==> config.mk <==
export PLATFORM = sky130hd
export DESIGN_NAME = steer_gas_brake_command_encoder
export DESIGN_NICKNAME = d
export VERILOG_FILES = /design/src/rtl/core/sgb_enc_pkg.sv /design/src/rtl/core/sgb_enc_seg_rom.sv /design/src/rtl/core/sgb_enc_div_pipe.sv /design/src/rtl/core/steer_gas_brake_command_encoder.sv
export SDC_FILE = /design/constraint.sdc
export NUM_CORES = 2
export LEC_CHECK = 0
export ABC_AREA = 0
export BUFFER_PORTS_ARGS = -buffer_cell sky130_fd_sc_hd__clkbuf_2
export CORE_MARGIN = 8
export CORE_UTILIZATION = 55
export DETAILED_ROUTE_END_ITERATION = 6
export GPL_ROUTABILITY_DRIVEN = 0
export PLACE_DENSITY = 0.7
export SKIP_CTS_REPAIR_TIMING = 1
export SLEW_MARGIN = 20
export SYNTH_ARGS = -nofsm -noshare
export SYNTH_HDL_FRONTEND = slang
export SYNTH_HIERARCHICAL = 1
export SYNTH_SLANG_ARGS = --single-unit
==> constraint.sdc <==
create_clock -name clock -period 62.9 [get_ports clock]
set_input_delay 12.58 -clock clock [delete_from_list [all_inputs] [get_ports clock]]
set_output_delay 12.58 -clock clock [all_outputs]
set_load 0.02 [all_outputs]
==> src/rtl/core/sgb_enc_pkg.sv <==
// Shared types, constants and table functions for the steer/gas/brake command encoder.
// Holds the inverse-radius breakpoint table and the radix-2 divider step.
// No dependencies.
package sgb_enc_pkg;

   // Breakpoint table geometry (the table contents are fixed, so is its size)
   localparam int TABLE_POINTS = 10;
   localparam int SEG_COUNT    = TABLE_POINTS - 1;
   localparam int PT_IDX_W     = $clog2(TABLE_POINTS);
   localparam int SEG_IDX_W    = $clog2(SEG_COUNT);

   // Q24 fixed point for radii and control values
   localparam int Q24_FRAC = 24;
   localparam int Q24_W    = Q24_FRAC + 2;
   localparam logic signed [Q24_W-1:0] Q24_ONE = Q24_W'(1) << Q24_FRAC;

   // Segment arithmetic widths (bounded by the fixed table)
   localparam int DEN_W          = 22;
   localparam int DC_W           = 23;
   localparam int PROD_W         = DEN_W + DC_W;
   localparam int QUO_W          = 24;
   localparam int DIV_STAGE_BITS = 2;
   localparam int DIV_STAGES     = QUO_W / DIV_STAGE_BITS;

   // Port field widths
   localparam int ACTION_W = 2;
   localparam int VALUE_W  = 16;
   localparam int BYTE_W   = 8;
   localparam int MAG_W    = 6;
   localparam logic [MAG_W-1:0] MAG_MAX = '1;

   // Action codes double as the command code in the top two bits of the byte
   typedef enum logic [ACTION_W-1:0] {
      ACT_KILL  = 2'd0,
      ACT_STEER = 2'd1,
      ACT_GAS   = 2'd2,
      ACT_BRAKE = 2'd3
   } action_type;

   typedef struct packed {
      logic signed [Q24_W-1:0] r0;
      logic signed [Q24_W-1:0] c0;
      logic [DC_W-1:0]         dc;
      logic [DEN_W-1:0]        den;
   } seg_entry_type;

   typedef struct packed {
      action_type              action;
      logic                    below;
      logic                    above;
      logic [MAG_W-1:0]        mag;
      logic signed [Q24_W-1:0] c0;
   } side_type;

   typedef struct packed {
      logic [DEN_W-1:0] rem;
      logic [QUO_W-1:0] plow;
      logic [QUO_W-1:0] quo;
      logic [DEN_W-1:0] den;
      side_type         side;
   } div_state_type;

   // Measured inverse-radius breakpoints, Q24
   function automatic logic signed [Q24_W-1:0] radius_q24(input logic [PT_IDX_W-1:0] idx);
      logic signed [Q24_W-1:0] r;
      unique case (idx)
         4'd0:    r = Q24_W'(-8052883);
         4'd1:    r = Q24_W'(-6682118);
         4'd2:    r = Q24_W'(-4962466);
         4'd3:    r = Q24_W'(-2716239);
         4'd4:    r = Q24_W'(-2181006);
         4'd5:    r = Q24_W'(1476562);
         4'd6:    r = Q24_W'(3081535);
         4'd7:    r = Q24_W'(5741728);
         4'd8:    r = Q24_W'(7248224);
         4'd9:    r = Q24_W'(8952317);
         default: r = '0;
      endcase
      return r;
   endfunction

   // Control values at the breakpoints, Q24
   function automatic logic signed [Q24_W-1:0] ctrl_q24(input logic [PT_IDX_W-1:0] idx);
      logic signed [Q24_W-1:0] c;
      unique case (idx)
         4'd0:    c = Q24_W'(-16777216);
         4'd1:    c = Q24_W'(-12516336);
         4'd2:    c = Q24_W'(-8255455);
         4'd3:    c = Q24_W'(-3994575);
         4'd4:    c = Q24_W'(-1864135);
         4'd5:    c = Q24_W'(2396745);
         4'd6:    c = Q24_W'(4527185);
         4'd7:    c = Q24_W'(8788066);
         4'd8:    c = Q24_W'(13048946);
         4'd9:    c = Q24_W'(16777216);
         default: c = '0;
      endcase
      return c;
   endfunction

   // One segment: start point, start value, rise and run
   function automatic seg_entry_type seg_entry(input logic [SEG_IDX_W-1:0] idx);
      logic [PT_IDX_W-1:0]     lo;
      logic [PT_IDX_W-1:0]     hi;
      logic signed [Q24_W-1:0] r1;
      logic signed [Q24_W-1:0] c1;
      seg_entry_type           e;
      lo    = PT_IDX_W'(idx);
      hi    = lo + PT_IDX_W'(1);
      e.r0  = radius_q24(lo);
      e.c0  = ctrl_q24(lo);
      r1    = radius_q24(hi);
      c1    = ctrl_q24(hi);
      e.dc  = DC_W'(c1 - e.c0);
      e.den = DEN_W'(r1 - e.r0);
      return e;
   endfunction

   // Restoring division: retire DIV_STAGE_BITS quotient bits
   function automatic div_state_type div_steps(input div_state_type s);
      div_state_type  o;
      logic [DEN_W:0] t;
      o = s;
      for (int k = 0; k < DIV_STAGE_BITS; k++) begin
         t      = {o.rem, o.plow[QUO_W-1]};
         o.plow = {o.plow[QUO_W-2:0], 1'b0};
         if (t >= {1'b0, o.den}) begin
            o.rem = DEN_W'(t - {1'b0, o.den});
            o.quo = {o.quo[QUO_W-2:0], 1'b1};
         end else begin
            o.rem = t[DEN_W-1:0];
            o.quo = {o.quo[QUO_W-2:0], 1'b0};
         end
      end
      return o;
   endfunction

endpackage

==> src/rtl/core/sgb_enc_seg_rom.sv <==
// Segment coefficient ROM with registered read.
// Depends on sgb_enc_pkg (seg_entry table function).
module sgb_enc_seg_rom import sgb_enc_pkg::*; (
   input  logic                 clock,
   input  logic                 rd_en,
   input  logic [SEG_IDX_W-1:0] rd_addr,
   output seg_entry_type        rd_data
);

   seg_entry_type rd_data_ff;

   // Hold the read word while the consuming stage is stalled
   always_ff @(posedge clock) begin
      if (rd_en) begin
         rd_data_ff <= seg_entry(rd_addr);
      end
   end

   assign rd_data = rd_data_ff;

endmodule

==> src/rtl/core/sgb_enc_div_pipe.sv <==
// Pipelined restoring divider, DIV_STAGE_BITS quotient bits per stage.
// Depends on sgb_enc_pkg (div_state_type, div_steps).
module sgb_enc_div_pipe import sgb_enc_pkg::*; (
   input  logic              clock,
   input  logic              reset,
   input  logic              in_valid,
   input  logic [PROD_W-1:0] in_prod,
   input  logic [DEN_W-1:0]  in_den,
   input  side_type          in_side,
   output logic              in_en,
   output logic              out_valid,
   output div_state_type     out_state,
   input  logic              out_en
);

   logic [DIV_STAGES-1:0] valid_ff;
   logic [DIV_STAGES-1:0] valid_in;
   logic [DIV_STAGES-1:0] en;
   div_state_type         state_ff [DIV_STAGES];
   div_state_type         state_in [DIV_STAGES];
   div_state_type         start;

   // Upper dividend bits seed the remainder, the rest shift in one per step
   always_comb begin
      start      = '0;
      start.rem  = DEN_W'(in_prod[PROD_W-1:QUO_W]);
      start.plow = in_prod[QUO_W-1:0];
      start.den  = in_den;
      start.side = in_side;
   end

   // A stage advances when it is empty or its successor advances
   always_comb begin
      en[DIV_STAGES-1] = !valid_ff[DIV_STAGES-1] || out_en;
      for (int s = DIV_STAGES - 2; s >= 0; s--) begin
         en[s] = !valid_ff[s] || en[s+1];
      end
   end

   for (genvar g = 0; g < DIV_STAGES; g++) begin : g_stage
      if (g == 0) begin : g_first
         always_comb begin
            valid_in[g] = in_valid;
            state_in[g] = div_steps(start);
         end
      end else begin : g_rest
         always_comb begin
            valid_in[g] = valid_ff[g-1];
            state_in[g] = div_steps(state_ff[g-1]);
         end
      end

      always_ff @(posedge clock) begin
         if (reset) begin
            valid_ff[g] <= 1'b0;
         end else if (en[g]) begin
            valid_ff[g] <= valid_in[g];
         end
      end

      always_ff @(posedge clock) begin
         if (en[g]) begin
            state_ff[g] <= state_in[g];
         end
      end
   end

   assign in_en     = en[0];
   assign out_valid = valid_ff[DIV_STAGES-1];
   assign out_state = state_ff[DIV_STAGES-1];

   a_rem_bound: assert property (@(posedge clock) disable iff (reset)
      out_valid && out_state.side.action == ACT_STEER
      && !out_state.side.below && !out_state.side.above
      |-> out_state.rem < out_state.den)
      else $error("divider remainder not below divisor");

   a_full_on_stall: assert property (@(posedge clock) disable iff (reset)
      !in_en |-> &valid_ff)
      else $error("divider refuses input with a free stage");

   a_out_hold: assert property (@(posedge clock) disable iff (reset)
      out_valid && !out_en |=> out_valid)
      else $error("divider dropped a held result");

endmodule

==> src/rtl/core/steer_gas_brake_command_encoder.sv <==
// Top level of the steer/gas/brake command encoder: input decode, segment ROM,
// slope multiply, divider pipeline and output register.
// Depends on sgb_enc_pkg, sgb_enc_seg_rom and sgb_enc_div_pipe.
//
//   channel | direction | handshake            | payload
//   --------+-----------+----------------------+------------------------
//   req     | in        | req_valid/req_stall  | req_action, req_value
//   rsp     | out       | rsp_valid/rsp_stall  | rsp_control_byte
//
// One request per cycle sustained while rsp_stall is low; each result passes through
// decode/ROM, offset, multiply, DIV_STAGES = 12 divider stages at two quotient bits
// each, then the byte in the output register.
// Reset clears the stage valid bits only; the ROM is constant and needs none.
// Each stage advances when it is empty or the next one advances, so a held
// result only backs up the pipe once every stage is occupied.
module steer_gas_brake_command_encoder import sgb_enc_pkg::*; #(
   parameter int FRACTION_BITS = 15
) (
   input  logic                      clock,
   input  logic                      reset,
   input  logic                      req_valid,
   output logic                      req_stall,
   input  logic [ACTION_W-1:0]       req_action,
   input  logic signed [VALUE_W-1:0] req_value,
   output logic                      rsp_valid,
   input  logic                      rsp_stall,
   output logic [BYTE_W-1:0]         rsp_control_byte
);

   // Input scaled to Q24; wide enough for the shifted value and the table
   localparam int X_SHIFT  = Q24_FRAC - FRACTION_BITS;
   localparam int X_W      = (VALUE_W + X_SHIFT > Q24_W) ? VALUE_W + X_SHIFT : Q24_W;
   // Intensity compare width: holds the value and 2^FRACTION_BITS
   localparam int CMP_W    = (FRACTION_BITS + 2 > VALUE_W + 1) ? FRACTION_BITS + 2 : VALUE_W + 1;
   localparam int PROD_G_W = CMP_W + MAG_W;
   localparam int STEER_W  = Q24_W + MAG_W;

   // ---------------------------------------------------------------------
   // Decode: scale, locate the segment, work out gas and brake magnitudes
   // ---------------------------------------------------------------------
   action_type              req_act;
   logic signed [X_W-1:0]   a_x_in;
   logic signed [X_W-1:0]   rad_x [TABLE_POINTS];
   logic [TABLE_POINTS-1:0] ge;
   logic [SEG_IDX_W-1:0]    seg_idx;
   logic signed [CMP_W-1:0] v_ext;
   logic signed [CMP_W-1:0] one_c;
   logic signed [CMP_W-1:0] vc;
   logic [PROD_G_W-1:0]     gas_base;
   logic [PROD_G_W-1:0]     brake_base;
   logic [PROD_G_W-1:0]     gas_prod;
   logic [PROD_G_W-1:0]     brake_prod;
   side_type                a_side_in;

   always_comb begin
      req_act = action_type'(req_action);
      a_x_in  = {{(X_W-VALUE_W){req_value[VALUE_W-1]}}, req_value};
      a_x_in  = a_x_in <<< X_SHIFT;

      // Thermometer of breakpoints at or below x; the later segment wins on a hit
      for (int j = 0; j < TABLE_POINTS; j++) begin
         rad_x[j] = X_W'(radius_q24(PT_IDX_W'(j)));
         ge[j]    = a_x_in >= rad_x[j];
      end
      seg_idx = '0;
      for (int j = 1; j < SEG_COUNT; j++) begin
         if (ge[j]) begin
            seg_idx = SEG_IDX_W'(j);
         end
      end

      // Clamp intensity to 0..1, then scale by 63 as a shift-subtract
      v_ext = {{(CMP_W-VALUE_W){req_value[VALUE_W-1]}}, req_value};
      one_c = CMP_W'(1) << FRACTION_BITS;
      priority if (v_ext < 0) begin
         vc = '0;
      end else if (v_ext > one_c) begin
         vc = one_c;
      end else begin
         vc = v_ext;
      end
      gas_base   = PROD_G_W'(one_c - vc);
      brake_base = PROD_G_W'(vc);
      gas_prod   = (gas_base << MAG_W) - gas_base;
      brake_prod = (brake_base << MAG_W) - brake_base;

      a_side_in        = '0;
      a_side_in.action = req_act;
      a_side_in.below  = !ge[0];
      a_side_in.above  = a_x_in > rad_x[TABLE_POINTS-1];
      unique case (req_act)
         ACT_KILL:  a_side_in.mag = '0;
         ACT_STEER: a_side_in.mag = '0;
         ACT_GAS:   a_side_in.mag = gas_prod[FRACTION_BITS +: MAG_W];
         ACT_BRAKE: a_side_in.mag = brake_prod[FRACTION_BITS +: MAG_W];
         default:   a_side_in.mag = '0;
      endcase
   end

   // ---------------------------------------------------------------------
   // Stage enables: advance when empty or when the successor advances
   // ---------------------------------------------------------------------
   logic          a_valid_ff;
   logic          b_valid_ff;
   logic          c_valid_ff;
   logic          rsp_valid_ff;
   logic          en_a;
   logic          en_b;
   logic          en_c;
   logic          en_e;
   logic          div_in_en;
   logic          div_valid;
   div_state_type div_out;

   assign en_e = !rsp_valid_ff || !rsp_stall;
   assign en_c = !c_valid_ff || div_in_en;
   assign en_b = !b_valid_ff || en_c;
   assign en_a = !a_valid_ff || en_b;

   assign req_stall = !en_a;

   always_ff @(posedge clock) begin
      if (reset) begin
         a_valid_ff   <= 1'b0;
         b_valid_ff   <= 1'b0;
         c_valid_ff   <= 1'b0;
         rsp_valid_ff <= 1'b0;
      end else begin
         if (en_a) begin
            a_valid_ff <= req_valid;
         end
         if (en_b) begin
            b_valid_ff <= a_valid_ff;
         end
         if (en_c) begin
            c_valid_ff <= b_valid_ff;
         end
         if (en_e) begin
            rsp_valid_ff <= div_valid;
         end
      end
   end

   // ---------------------------------------------------------------------
   // Stage A: decoded request plus ROM read of the segment coefficients
   // ---------------------------------------------------------------------
   logic signed [X_W-1:0] a_x_ff;
   side_type              a_side_ff;
   seg_entry_type         rom_data;

   sgb_enc_seg_rom u_seg_rom (
      .clock   (clock),
      .rd_en   (en_a),
      .rd_addr (seg_idx),
      .rd_data (rom_data)
   );

   always_ff @(posedge clock) begin
      if (en_a) begin
         a_x_ff    <= a_x_in;
         a_side_ff <= a_side_in;
      end
   end

   // ---------------------------------------------------------------------
   // Stage B: offset into the segment
   // ---------------------------------------------------------------------
   logic [DEN_W-1:0] b_n_in;
   logic [DEN_W-1:0] b_n_ff;
   logic [DC_W-1:0]  b_dc_ff;
   logic [DEN_W-1:0] b_den_ff;
   side_type         b_side_in;
   side_type         b_side_ff;

   always_comb begin
      b_n_in       = DEN_W'(a_x_ff - X_W'(rom_data.r0));
      b_side_in    = a_side_ff;
      b_side_in.c0 = rom_data.c0;
   end

   always_ff @(posedge clock) begin
      if (en_b) begin
         b_n_ff    <= b_n_in;
         b_dc_ff   <= rom_data.dc;
         b_den_ff  <= rom_data.den;
         b_side_ff <= b_side_in;
      end
   end

   // ---------------------------------------------------------------------
   // Stage C: offset times rise
   // ---------------------------------------------------------------------
   logic [PROD_W-1:0] c_prod_in;
   logic [PROD_W-1:0] c_prod_ff;
   logic [DEN_W-1:0]  c_den_ff;
   side_type          c_side_ff;

   assign c_prod_in = PROD_W'(b_n_ff) * PROD_W'(b_dc_ff);

   always_ff @(posedge clock) begin
      if (en_c) begin
         c_prod_ff <= c_prod_in;
         c_den_ff  <= b_den_ff;
         c_side_ff <= b_side_ff;
      end
   end

   // ---------------------------------------------------------------------
   // Divide by the run of the segment
   // ---------------------------------------------------------------------
   sgb_enc_div_pipe u_div_pipe (
      .clock     (clock),
      .reset     (reset),
      .in_valid  (c_valid_ff),
      .in_prod   (c_prod_ff),
      .in_den    (c_den_ff),
      .in_side   (c_side_ff),
      .in_en     (div_in_en),
      .out_valid (div_valid),
      .out_state (div_out),
      .out_en    (en_e)
   );

   // ---------------------------------------------------------------------
   // Output: control value to steer magnitude, then assemble the byte
   // ---------------------------------------------------------------------
   logic signed [Q24_W-1:0] ctrl_val;
   logic [Q24_W-1:0]        ctrl_pos;
   logic [STEER_W-1:0]      steer_prod;
   logic [MAG_W-1:0]        steer_mag;
   logic [MAG_W-1:0]        mag_sel;
   logic [BYTE_W-1:0]       rsp_byte_in;
   logic [BYTE_W-1:0]       rsp_byte_ff;

   always_comb begin
      ctrl_val   = div_out.side.c0 + $signed({{(Q24_W-QUO_W){1'b0}}, div_out.quo});
      ctrl_pos   = Q24_W'(ctrl_val + Q24_ONE);
      steer_prod = (STEER_W'(ctrl_pos) << MAG_W) - STEER_W'(ctrl_pos);
      // Outside the table, pin to the first or last control value
      priority if (div_out.side.below) begin
         steer_mag = '0;
      end else if (div_out.side.above) begin
         steer_mag = MAG_MAX;
      end else begin
         steer_mag = steer_prod[Q24_FRAC+1 +: MAG_W];
      end
      mag_sel     = (div_out.side.action == ACT_STEER) ? steer_mag : div_out.side.mag;
      rsp_byte_in = {div_out.side.action, mag_sel};
   end

   always_ff @(posedge clock) begin
      if (en_e) begin
         rsp_byte_ff <= rsp_byte_in;
      end
   end

   assign rsp_valid        = rsp_valid_ff;
   assign rsp_control_byte = rsp_byte_ff;

   a_kill_zero: assert property (@(posedge clock) disable iff (reset)
      rsp_valid && action_type'(rsp_control_byte[BYTE_W-1 -: ACTION_W]) == ACT_KILL
      |-> rsp_control_byte[MAG_W-1:0] == '0)
      else $error("kill command carries a nonzero magnitude");

   a_stall_full: assert property (@(posedge clock) disable iff (reset)
      req_stall |-> a_valid_ff && b_valid_ff && c_valid_ff)
      else $error("request stalled with a free front stage");

   a_no_stall_empty_out: assert property (@(posedge clock) disable iff (reset)
      !rsp_valid_ff |-> !req_stall)
      else $error("request stalled while the output register is empty");

endmodule

## Yosys cells after proc, flatten, opt, wreduce, memory -nomap -nowiden

Memory sizes are Yosys's and may differ from the RTL's.
Index checks and enable logic that the tools add are counted.
W data, S select, Z words.

| word-level totals | value |
|---|---|
| register bits after elaboration | 346 |
| latch bits | 0 |
| bits in writable memories | 1512 |
| memory bits (read-only) | 1440 |
| bits of input ports | 22 |
| memories kept | 5 |

Memories:

| memory | depth | bits a word | rd ports | clocked after Yosys merged registers in | wr ports | line | source |
|---|---|---|---|---|---|---|---|
| u_div_pipe.state_ff | 12 | 126 | 12 | 0 | 12 | sgb_enc_div_pipe.sv:19 | `div_state_type state_ff [DIV_STAGES];` |
| (name not given) | 16 | 26 | 1 | 0 | 0 | sgb_enc_pkg.sv:66 | `unique case (idx)` |
| (name not given) | 16 | 26 | 1 | 0 | 0 | sgb_enc_pkg.sv:66 |  |
| (name not given) | 16 | 19 | 1 | 0 | 0 | sgb_enc_pkg.sv:85 | `unique case (idx)` |
| (name not given) | 16 | 19 | 1 | 0 | 0 | sgb_enc_pkg.sv:85 |  |

| operators by class | value |
|---|---|
| $add $sub $neg | 34 |
| $mul | 1 |
| div/mod/pow operators | 0 |
| order comparisons | 36 |
| equal/unequal tests | 4 |
| shifts and indexed selects | 0 |
| muxes and demuxes | 90 |
| bitwise logic cells | 0 |
| reductions and logical operators | 37 |

Operators by type and width:

| cell | number |
|---|---|
| $mux W22 | 26 |
| $sub A22 B22 Y22 | 26 |
| $ge A23 B22 Y1 | 23 |
| $ge A25 B24 Y1 const B | 5 |
| $ge A25 B23 Y1 const B | 3 |
| $mux W1 | 49 |
| $mul A22 B23 Y45 | 1 |
| $sub A21 B21 Y21 | 2 |
| $mux W17 | 2 |
| $sub A31 B26 Y31 | 1 |
| $add A26 B25 Y26 | 1 |
| $add A26 B26 Y26 const B | 1 |
| $mux W26 | 1 |
| $ge A25 B22 Y1 const B | 1 |
| $gt A25 B25 Y1 const B | 1 |
| $mux W23 | 1 |
| $sub A23 B23 Y23 | 1 |
| $ge A22 B22 Y1 | 1 |
| $logic_not A1 Y1 | 19 |
| $mux W6 | 3 |
| $pmux W6 S3 | 1 |
| $sub A17 B17 Y18 const A | 1 |
| $gt A16 B17 Y1 const B | 1 |
| $logic_or A1 B1 Y1 | 16 |
| 9 further kinds | 15 |

## Longest topological paths before layout

| logic depth | value |
|---|---|
| word-level depth | 19 |
| gate-level depth with buffers | 28 |

## By module

The synthesis kept the hierarchy.

By module, submodules not included:

| module | times used | cells an instance | area each (µm²) | sequential area each (µm²) |
|---|---|---|---|---|
| sgb_enc_div_pipe | 1 | 5866 | 70585.2 | 37716.2 |
| steer_gas_brake_command_encoder | 1 | 2749 | 27802.9 | 7196.9 |
| sgb_enc_seg_rom | 1 | 522 | 5096.1 | 2312.2 |

## Worst setup path after synthesis

OpenSTA, ideal clock, no wires.

| timing | value |
|---|---|
| path type | input to output |
| start | input rsp_stall |
| end | output req_stall |
| arrival time | 27538 ps |
| required time | 50320 ps |
| path slack | 22782 ps |
| cell stages on the path | 11 |
| buffers on the path | 0 |
| cell sequence | nand2_1 > nor2b_1 > inv_1 > nor2_1 > nand3_1 > nor2_1 > nand4_1 > or2_2 > nor2b_1 > nand3_1 > inv_1 |

| on the way | value |
|---|---|
| longest elaborated chain between the ends | 18 |

RTL lines:

| element | line | source |
|---|---|---|
| start, declared | steer_gas_brake_command_encoder.sv:26 | `input logic rsp_stall,` |
| $logic_not A1 Y1 | steer_gas_brake_command_encoder.sv:115 | `assign en_e = !rsp_valid_ff \|\| !rsp_stall;` |
| $logic_or A1 B1 Y1 | steer_gas_brake_command_encoder.sv:115 |  |
| $logic_or A1 B1 Y1 | sgb_enc_div_pipe.sv:34 | `en[DIV_STAGES-1] = !valid_ff[DIV_STAGES-1] \|\| out_en;` |
| named net u_div_pipe.en[11] | sgb_enc_div_pipe.sv:18 | `logic [DIV_STAGES-1:0] en;` |
| $logic_or A1 B1 Y1 (6 in series) | sgb_enc_div_pipe.sv:36 | `en[s] = !valid_ff[s] \|\| en[s+1];` |
| named net u_div_pipe.en[5] | sgb_enc_div_pipe.sv:18 |  |
| $logic_or A1 B1 Y1 (4 in series) | sgb_enc_div_pipe.sv:36 |  |
| named net u_div_pipe.en[1] | sgb_enc_div_pipe.sv:18 |  |
| $logic_or A1 B1 Y1 | sgb_enc_div_pipe.sv:36 |  |
| named net div_in_en | steer_gas_brake_command_encoder.sv:111 | `logic div_in_en;` |
| $logic_or A1 B1 Y1 | steer_gas_brake_command_encoder.sv:116 | `assign en_c = !c_valid_ff \|\| div_in_en;` |
| $logic_or A1 B1 Y1 | steer_gas_brake_command_encoder.sv:117 | `assign en_b = !b_valid_ff \|\| en_c;` |
| $logic_or A1 B1 Y1 | steer_gas_brake_command_encoder.sv:118 | `assign en_a = !a_valid_ff \|\| en_b;` |
| named net en_a | steer_gas_brake_command_encoder.sv:107 | `logic en_a;` |
| $logic_not A1 Y1 | steer_gas_brake_command_encoder.sv:120 | `assign req_stall = !en_a;` |
| end, declared | steer_gas_brake_command_encoder.sv:22 | `output logic req_stall,` |

The timed path passes the listed nets, and every way through them passes these cells.

## Worst setup path after layout

| timing | value |
|---|---|
| start | input rsp_stall |
| end | output req_stall |

| on the way | value |
|---|---|
| longest elaborated chain between the ends | 18 |

RTL lines:

| element | line | source |
|---|---|---|
| $logic_not A1 Y1 | steer_gas_brake_command_encoder.sv:115 |  |
| $logic_or A1 B1 Y1 | steer_gas_brake_command_encoder.sv:115 |  |
| named net en_e | steer_gas_brake_command_encoder.sv:110 | `logic en_e;` |
| $logic_or A1 B1 Y1 | sgb_enc_div_pipe.sv:34 |  |
| named net u_div_pipe.en[11] | sgb_enc_div_pipe.sv:18 |  |
| $logic_or A1 B1 Y1 (6 in series) | sgb_enc_div_pipe.sv:36 |  |
| named net u_div_pipe.en[5] | sgb_enc_div_pipe.sv:18 |  |
| $logic_or A1 B1 Y1 (4 in series) | sgb_enc_div_pipe.sv:36 |  |
| named net u_div_pipe.en[1] | sgb_enc_div_pipe.sv:18 |  |
| $logic_or A1 B1 Y1 | sgb_enc_div_pipe.sv:36 |  |
| named net div_in_en | steer_gas_brake_command_encoder.sv:111 |  |
| $logic_or A1 B1 Y1 | steer_gas_brake_command_encoder.sv:116 |  |
| $logic_or A1 B1 Y1 | steer_gas_brake_command_encoder.sv:117 |  |
| $logic_or A1 B1 Y1 | steer_gas_brake_command_encoder.sv:118 |  |
| named net en_a | steer_gas_brake_command_encoder.sv:107 |  |
| $logic_not A1 Y1 | steer_gas_brake_command_encoder.sv:120 |  |

The timed path passes the listed nets, and every way through them passes these cells.

==> results list <==
* Final worst clock skew: between 30 and 40 ps
- Remaining number of nets flagged by the antenna check after routing: 0
* Worst path buffer plus inverter count: 7
- Cell with the biggest individual delay on the critical path: nor2_1
* Synth Cell Area: 101,000 um2
- The floorplan step defined a core boundary enclosing 182,000 um2.
- The tool flagged a number of max-cap violations equal to 0.
* Critical Path Sink Type: primary output
- RSZ-0062 raised after global routing: no
- In this run the tool buffered the top-level ports with 31 buffer cells.
- Based on the critical path, the design can be clocked at up to ~0.033 GHz.
- Die height: ~440 um
- Count of final max-slew check failures: 0
* CP Data Arrival Time: 17,860 ps
- Total global routing overflow: 0
- In the routed layout, each cell is associated on average with a via count of approximately 5.9.
* Worst-path clk slew: 60 ps
- Die Footprint: around 200,000 um2
- Wire length of the first global-routing pass: roughly 350,000 um
- The detailed router placed between 60,000 and 70,000 vias in this run.
- Most used cell, CP: buf_4
- Crit Path Max Fanout: 61
- After detailed routing, the average wire length per cell comes to 19.7 um.
- Final core area utilization: 0.593
* Clk buf depth: 3
* Clock tree from TritonCTS: done
- The flow ran to the end, and the final reports show no timing, DRC or antenna violations.
- Total non-filler cell area in the finished layout: 108,000 um2
- Setup TNS after final layout: 0 ps
- Total GRT Usage: 0.222
- # setup viols final: 0
* Synth warnings: 6
* Slew @ Worst Pin: between 1000 and 1500 ps
- Drc violations: 0
- Setup CP Type: in2out
- Clock tree synthesis found a total of 1,532 sinks.
- Length of the first detailed-routing pass in iterations: 6
* Initial core utilization: 0.552
- Critical path, cell by cell: clkbuf_2, nand2_1, nor2b_1, inv_2, buf_4, nor2_1, nand3_4, buf_4, nor2_1, nand4_1, buf_4, or2_4, nor2b_1, nand3_4, inv_1, clkbuf_2
* Largest net degree at the start of global routing: 80
* Tmin final: 30,440 ps
- The floorplan step set the die width to 444 um.
- Startpoint class of the critical path: input pin
- Prior to clock tree synthesis, the placed netlist has a worst setup slack of around 32,000 ps.
- Detailed placement ended at an HPWL of 171,000 um.
* Sum of routed wire length over all layers: 224,000 um
- The count of final hold-check violations came to 0.
- Clock latency on the worst-skew pair: around 800 ps
- In this run the clock root is driven by a clkbuf_16.
- The number of global-route vias before repair came to 67,489.
- Final #Nets: ~10,000
* Final clock period utilization by the worst path: 0.484
* Final setup slack of the worst path: 32,460 ps
- Placed standard-cell area: roughly 100,000 um2
- Area grow syn2layout: 7.40%
- Delay of the slowest critical-path stage: 630 ps
* I/O pin cnt: 32
- Num CTS Buffers: 149
- For the worst setup path, the data required time is 50,320 ps.
- Antenna violations before repair: 1
- A synthesized cell averages approximately 11 um2.
- Worst slew slack as a fraction of its limit: 0.240
- The H-tree was split into 4 levels.
* DRT iter0 DRCs: 4,743
- The floorplan has 157 rows.
- Path class of the lowest-slack min-delay path: reg2reg
- Grouping stages by cell kind, the critical path spends the most delay in simple AND/OR/NAND/NOR gates.
- Post-Syn Instances: 8,901
- Proportion of layout cells with a drive suffix above 1: 0.0882
## cell usage in the layout, fill, tap and decap left out, types with 31 or more instances in the layout
cell type / n
and3_1: 47
clkbuf_2: 31
xor2_1: 140
nor3_1: 141
o211ai_1: 36
nand3_1: 150
xnor2_1: 349
ha_1: 804
o21ai_0: 344
mux2i_1: 46
and2_1: 240
or3_1: 35
o31ai_1: 51
clkbuf_16: 150
nand2_1: 657
inv_1: 945
o21a_1: 104
a21oi_1: 549
mux2_2: 338
clkinv_2: 31
nor2_1: 474
nor4_1: 31
a31oi_1: 69
nor2b_1: 106
or2_2: 31
a21o_1: 228
edfxtp_1: 1516
o21bai_1: 63
buf_4: 70
nand2b_1: 69
a211oi_1: 50
fa_1: 444
nand4_1: 85
## flip-flops by register name (all words and copies together), names as in the netlist
register,flops
u_div_pipe/state_ff,1204
u_seg_rom/rd_data,75
a_valid_ff,1
a_side_ff,10
c_den_ff,22
b_den_ff,22
b_n_ff,22
rsp_valid,1
b_side_ff,36
u_div_pipe/valid_ff,11
u_div_pipe/out_valid,1
c_prod_ff,45
rsp_control_byte,8
a_x_ff,13
b_valid_ff,1
b_dc_ff,23
c_side_ff,36
c_valid_ff,1
## final timing paths
check | startpoint | end | slack [ps] | cells past startpoint
min reg2reg | c_side_ff[35] | u_div_pipe/state_ff[0][35] | 410 | 0
min | c_side_ff[35] | u_div_pipe/state_ff[0][35] | 410 | 0
max | rsp_stall | req_stall | 32460 | 16
max reg2reg | b_n_ff[1] | c_prod_ff[43] | 54520 | 24
## worst register-to-register path, stage by stage (launching register included)
cell and delay, ps:
edfxtp_1 970, nand2_1 230, fa_1 590, inv_1 50
fa_1 490, inv_1 70, fa_1 530, inv_1 50
fa_1 480, fa_1 550, inv_1 50, fa_1 470
fa_1 500, inv_1 40, ha_1 360, a21oi_1 100
o21ai_0 270, a21oi_1 100, o21ai_0 80, a21oi_1 90
o21ai_1 400, a41oi_1 310, o21ai_1 660, a221oi_1 240
xnor2_1 470
## final cells by class
| type | instances | area, um2 |
|---|---|---|
| fill | 14517 | 74300 |
| multi-input combinational | 6106 | 49900 |
| sequential | 1532 | 45800 |
| clock buffer | 178 | 3910 |
| inverter | 953 | 3590 |
| tap | 2385 | 2980 |
| clock inverter | 96 | 1160 |
| timing repair buffer | 104 | 726 |
| antenna | 4 | 10.0 |
## stage by stage
| step | hold slack, ps | std cells |
|---|---|---|
| floorplan | 400 | 8907 |
| global route | 408 | 11356 |
| finish | 407 | 11358 |
| global placement | 400 | 11077 |
| CTS | 394 | 11352 |
| detailed placement | 405 | 11078 |
## metal layers
metal,global-route usage,vias to the layer above,wire [um]
met1,0.261,32443,87900
met2,0.401,1989,114000
li1,-,31609,-
met4,0.109,0,12100
met5,0,-,0
met3,0.0271,569,10000
Power is left out: the tool's default activity adds up to more than one toggle a clock period on the data nets, which glitch-free logic cannot reach.
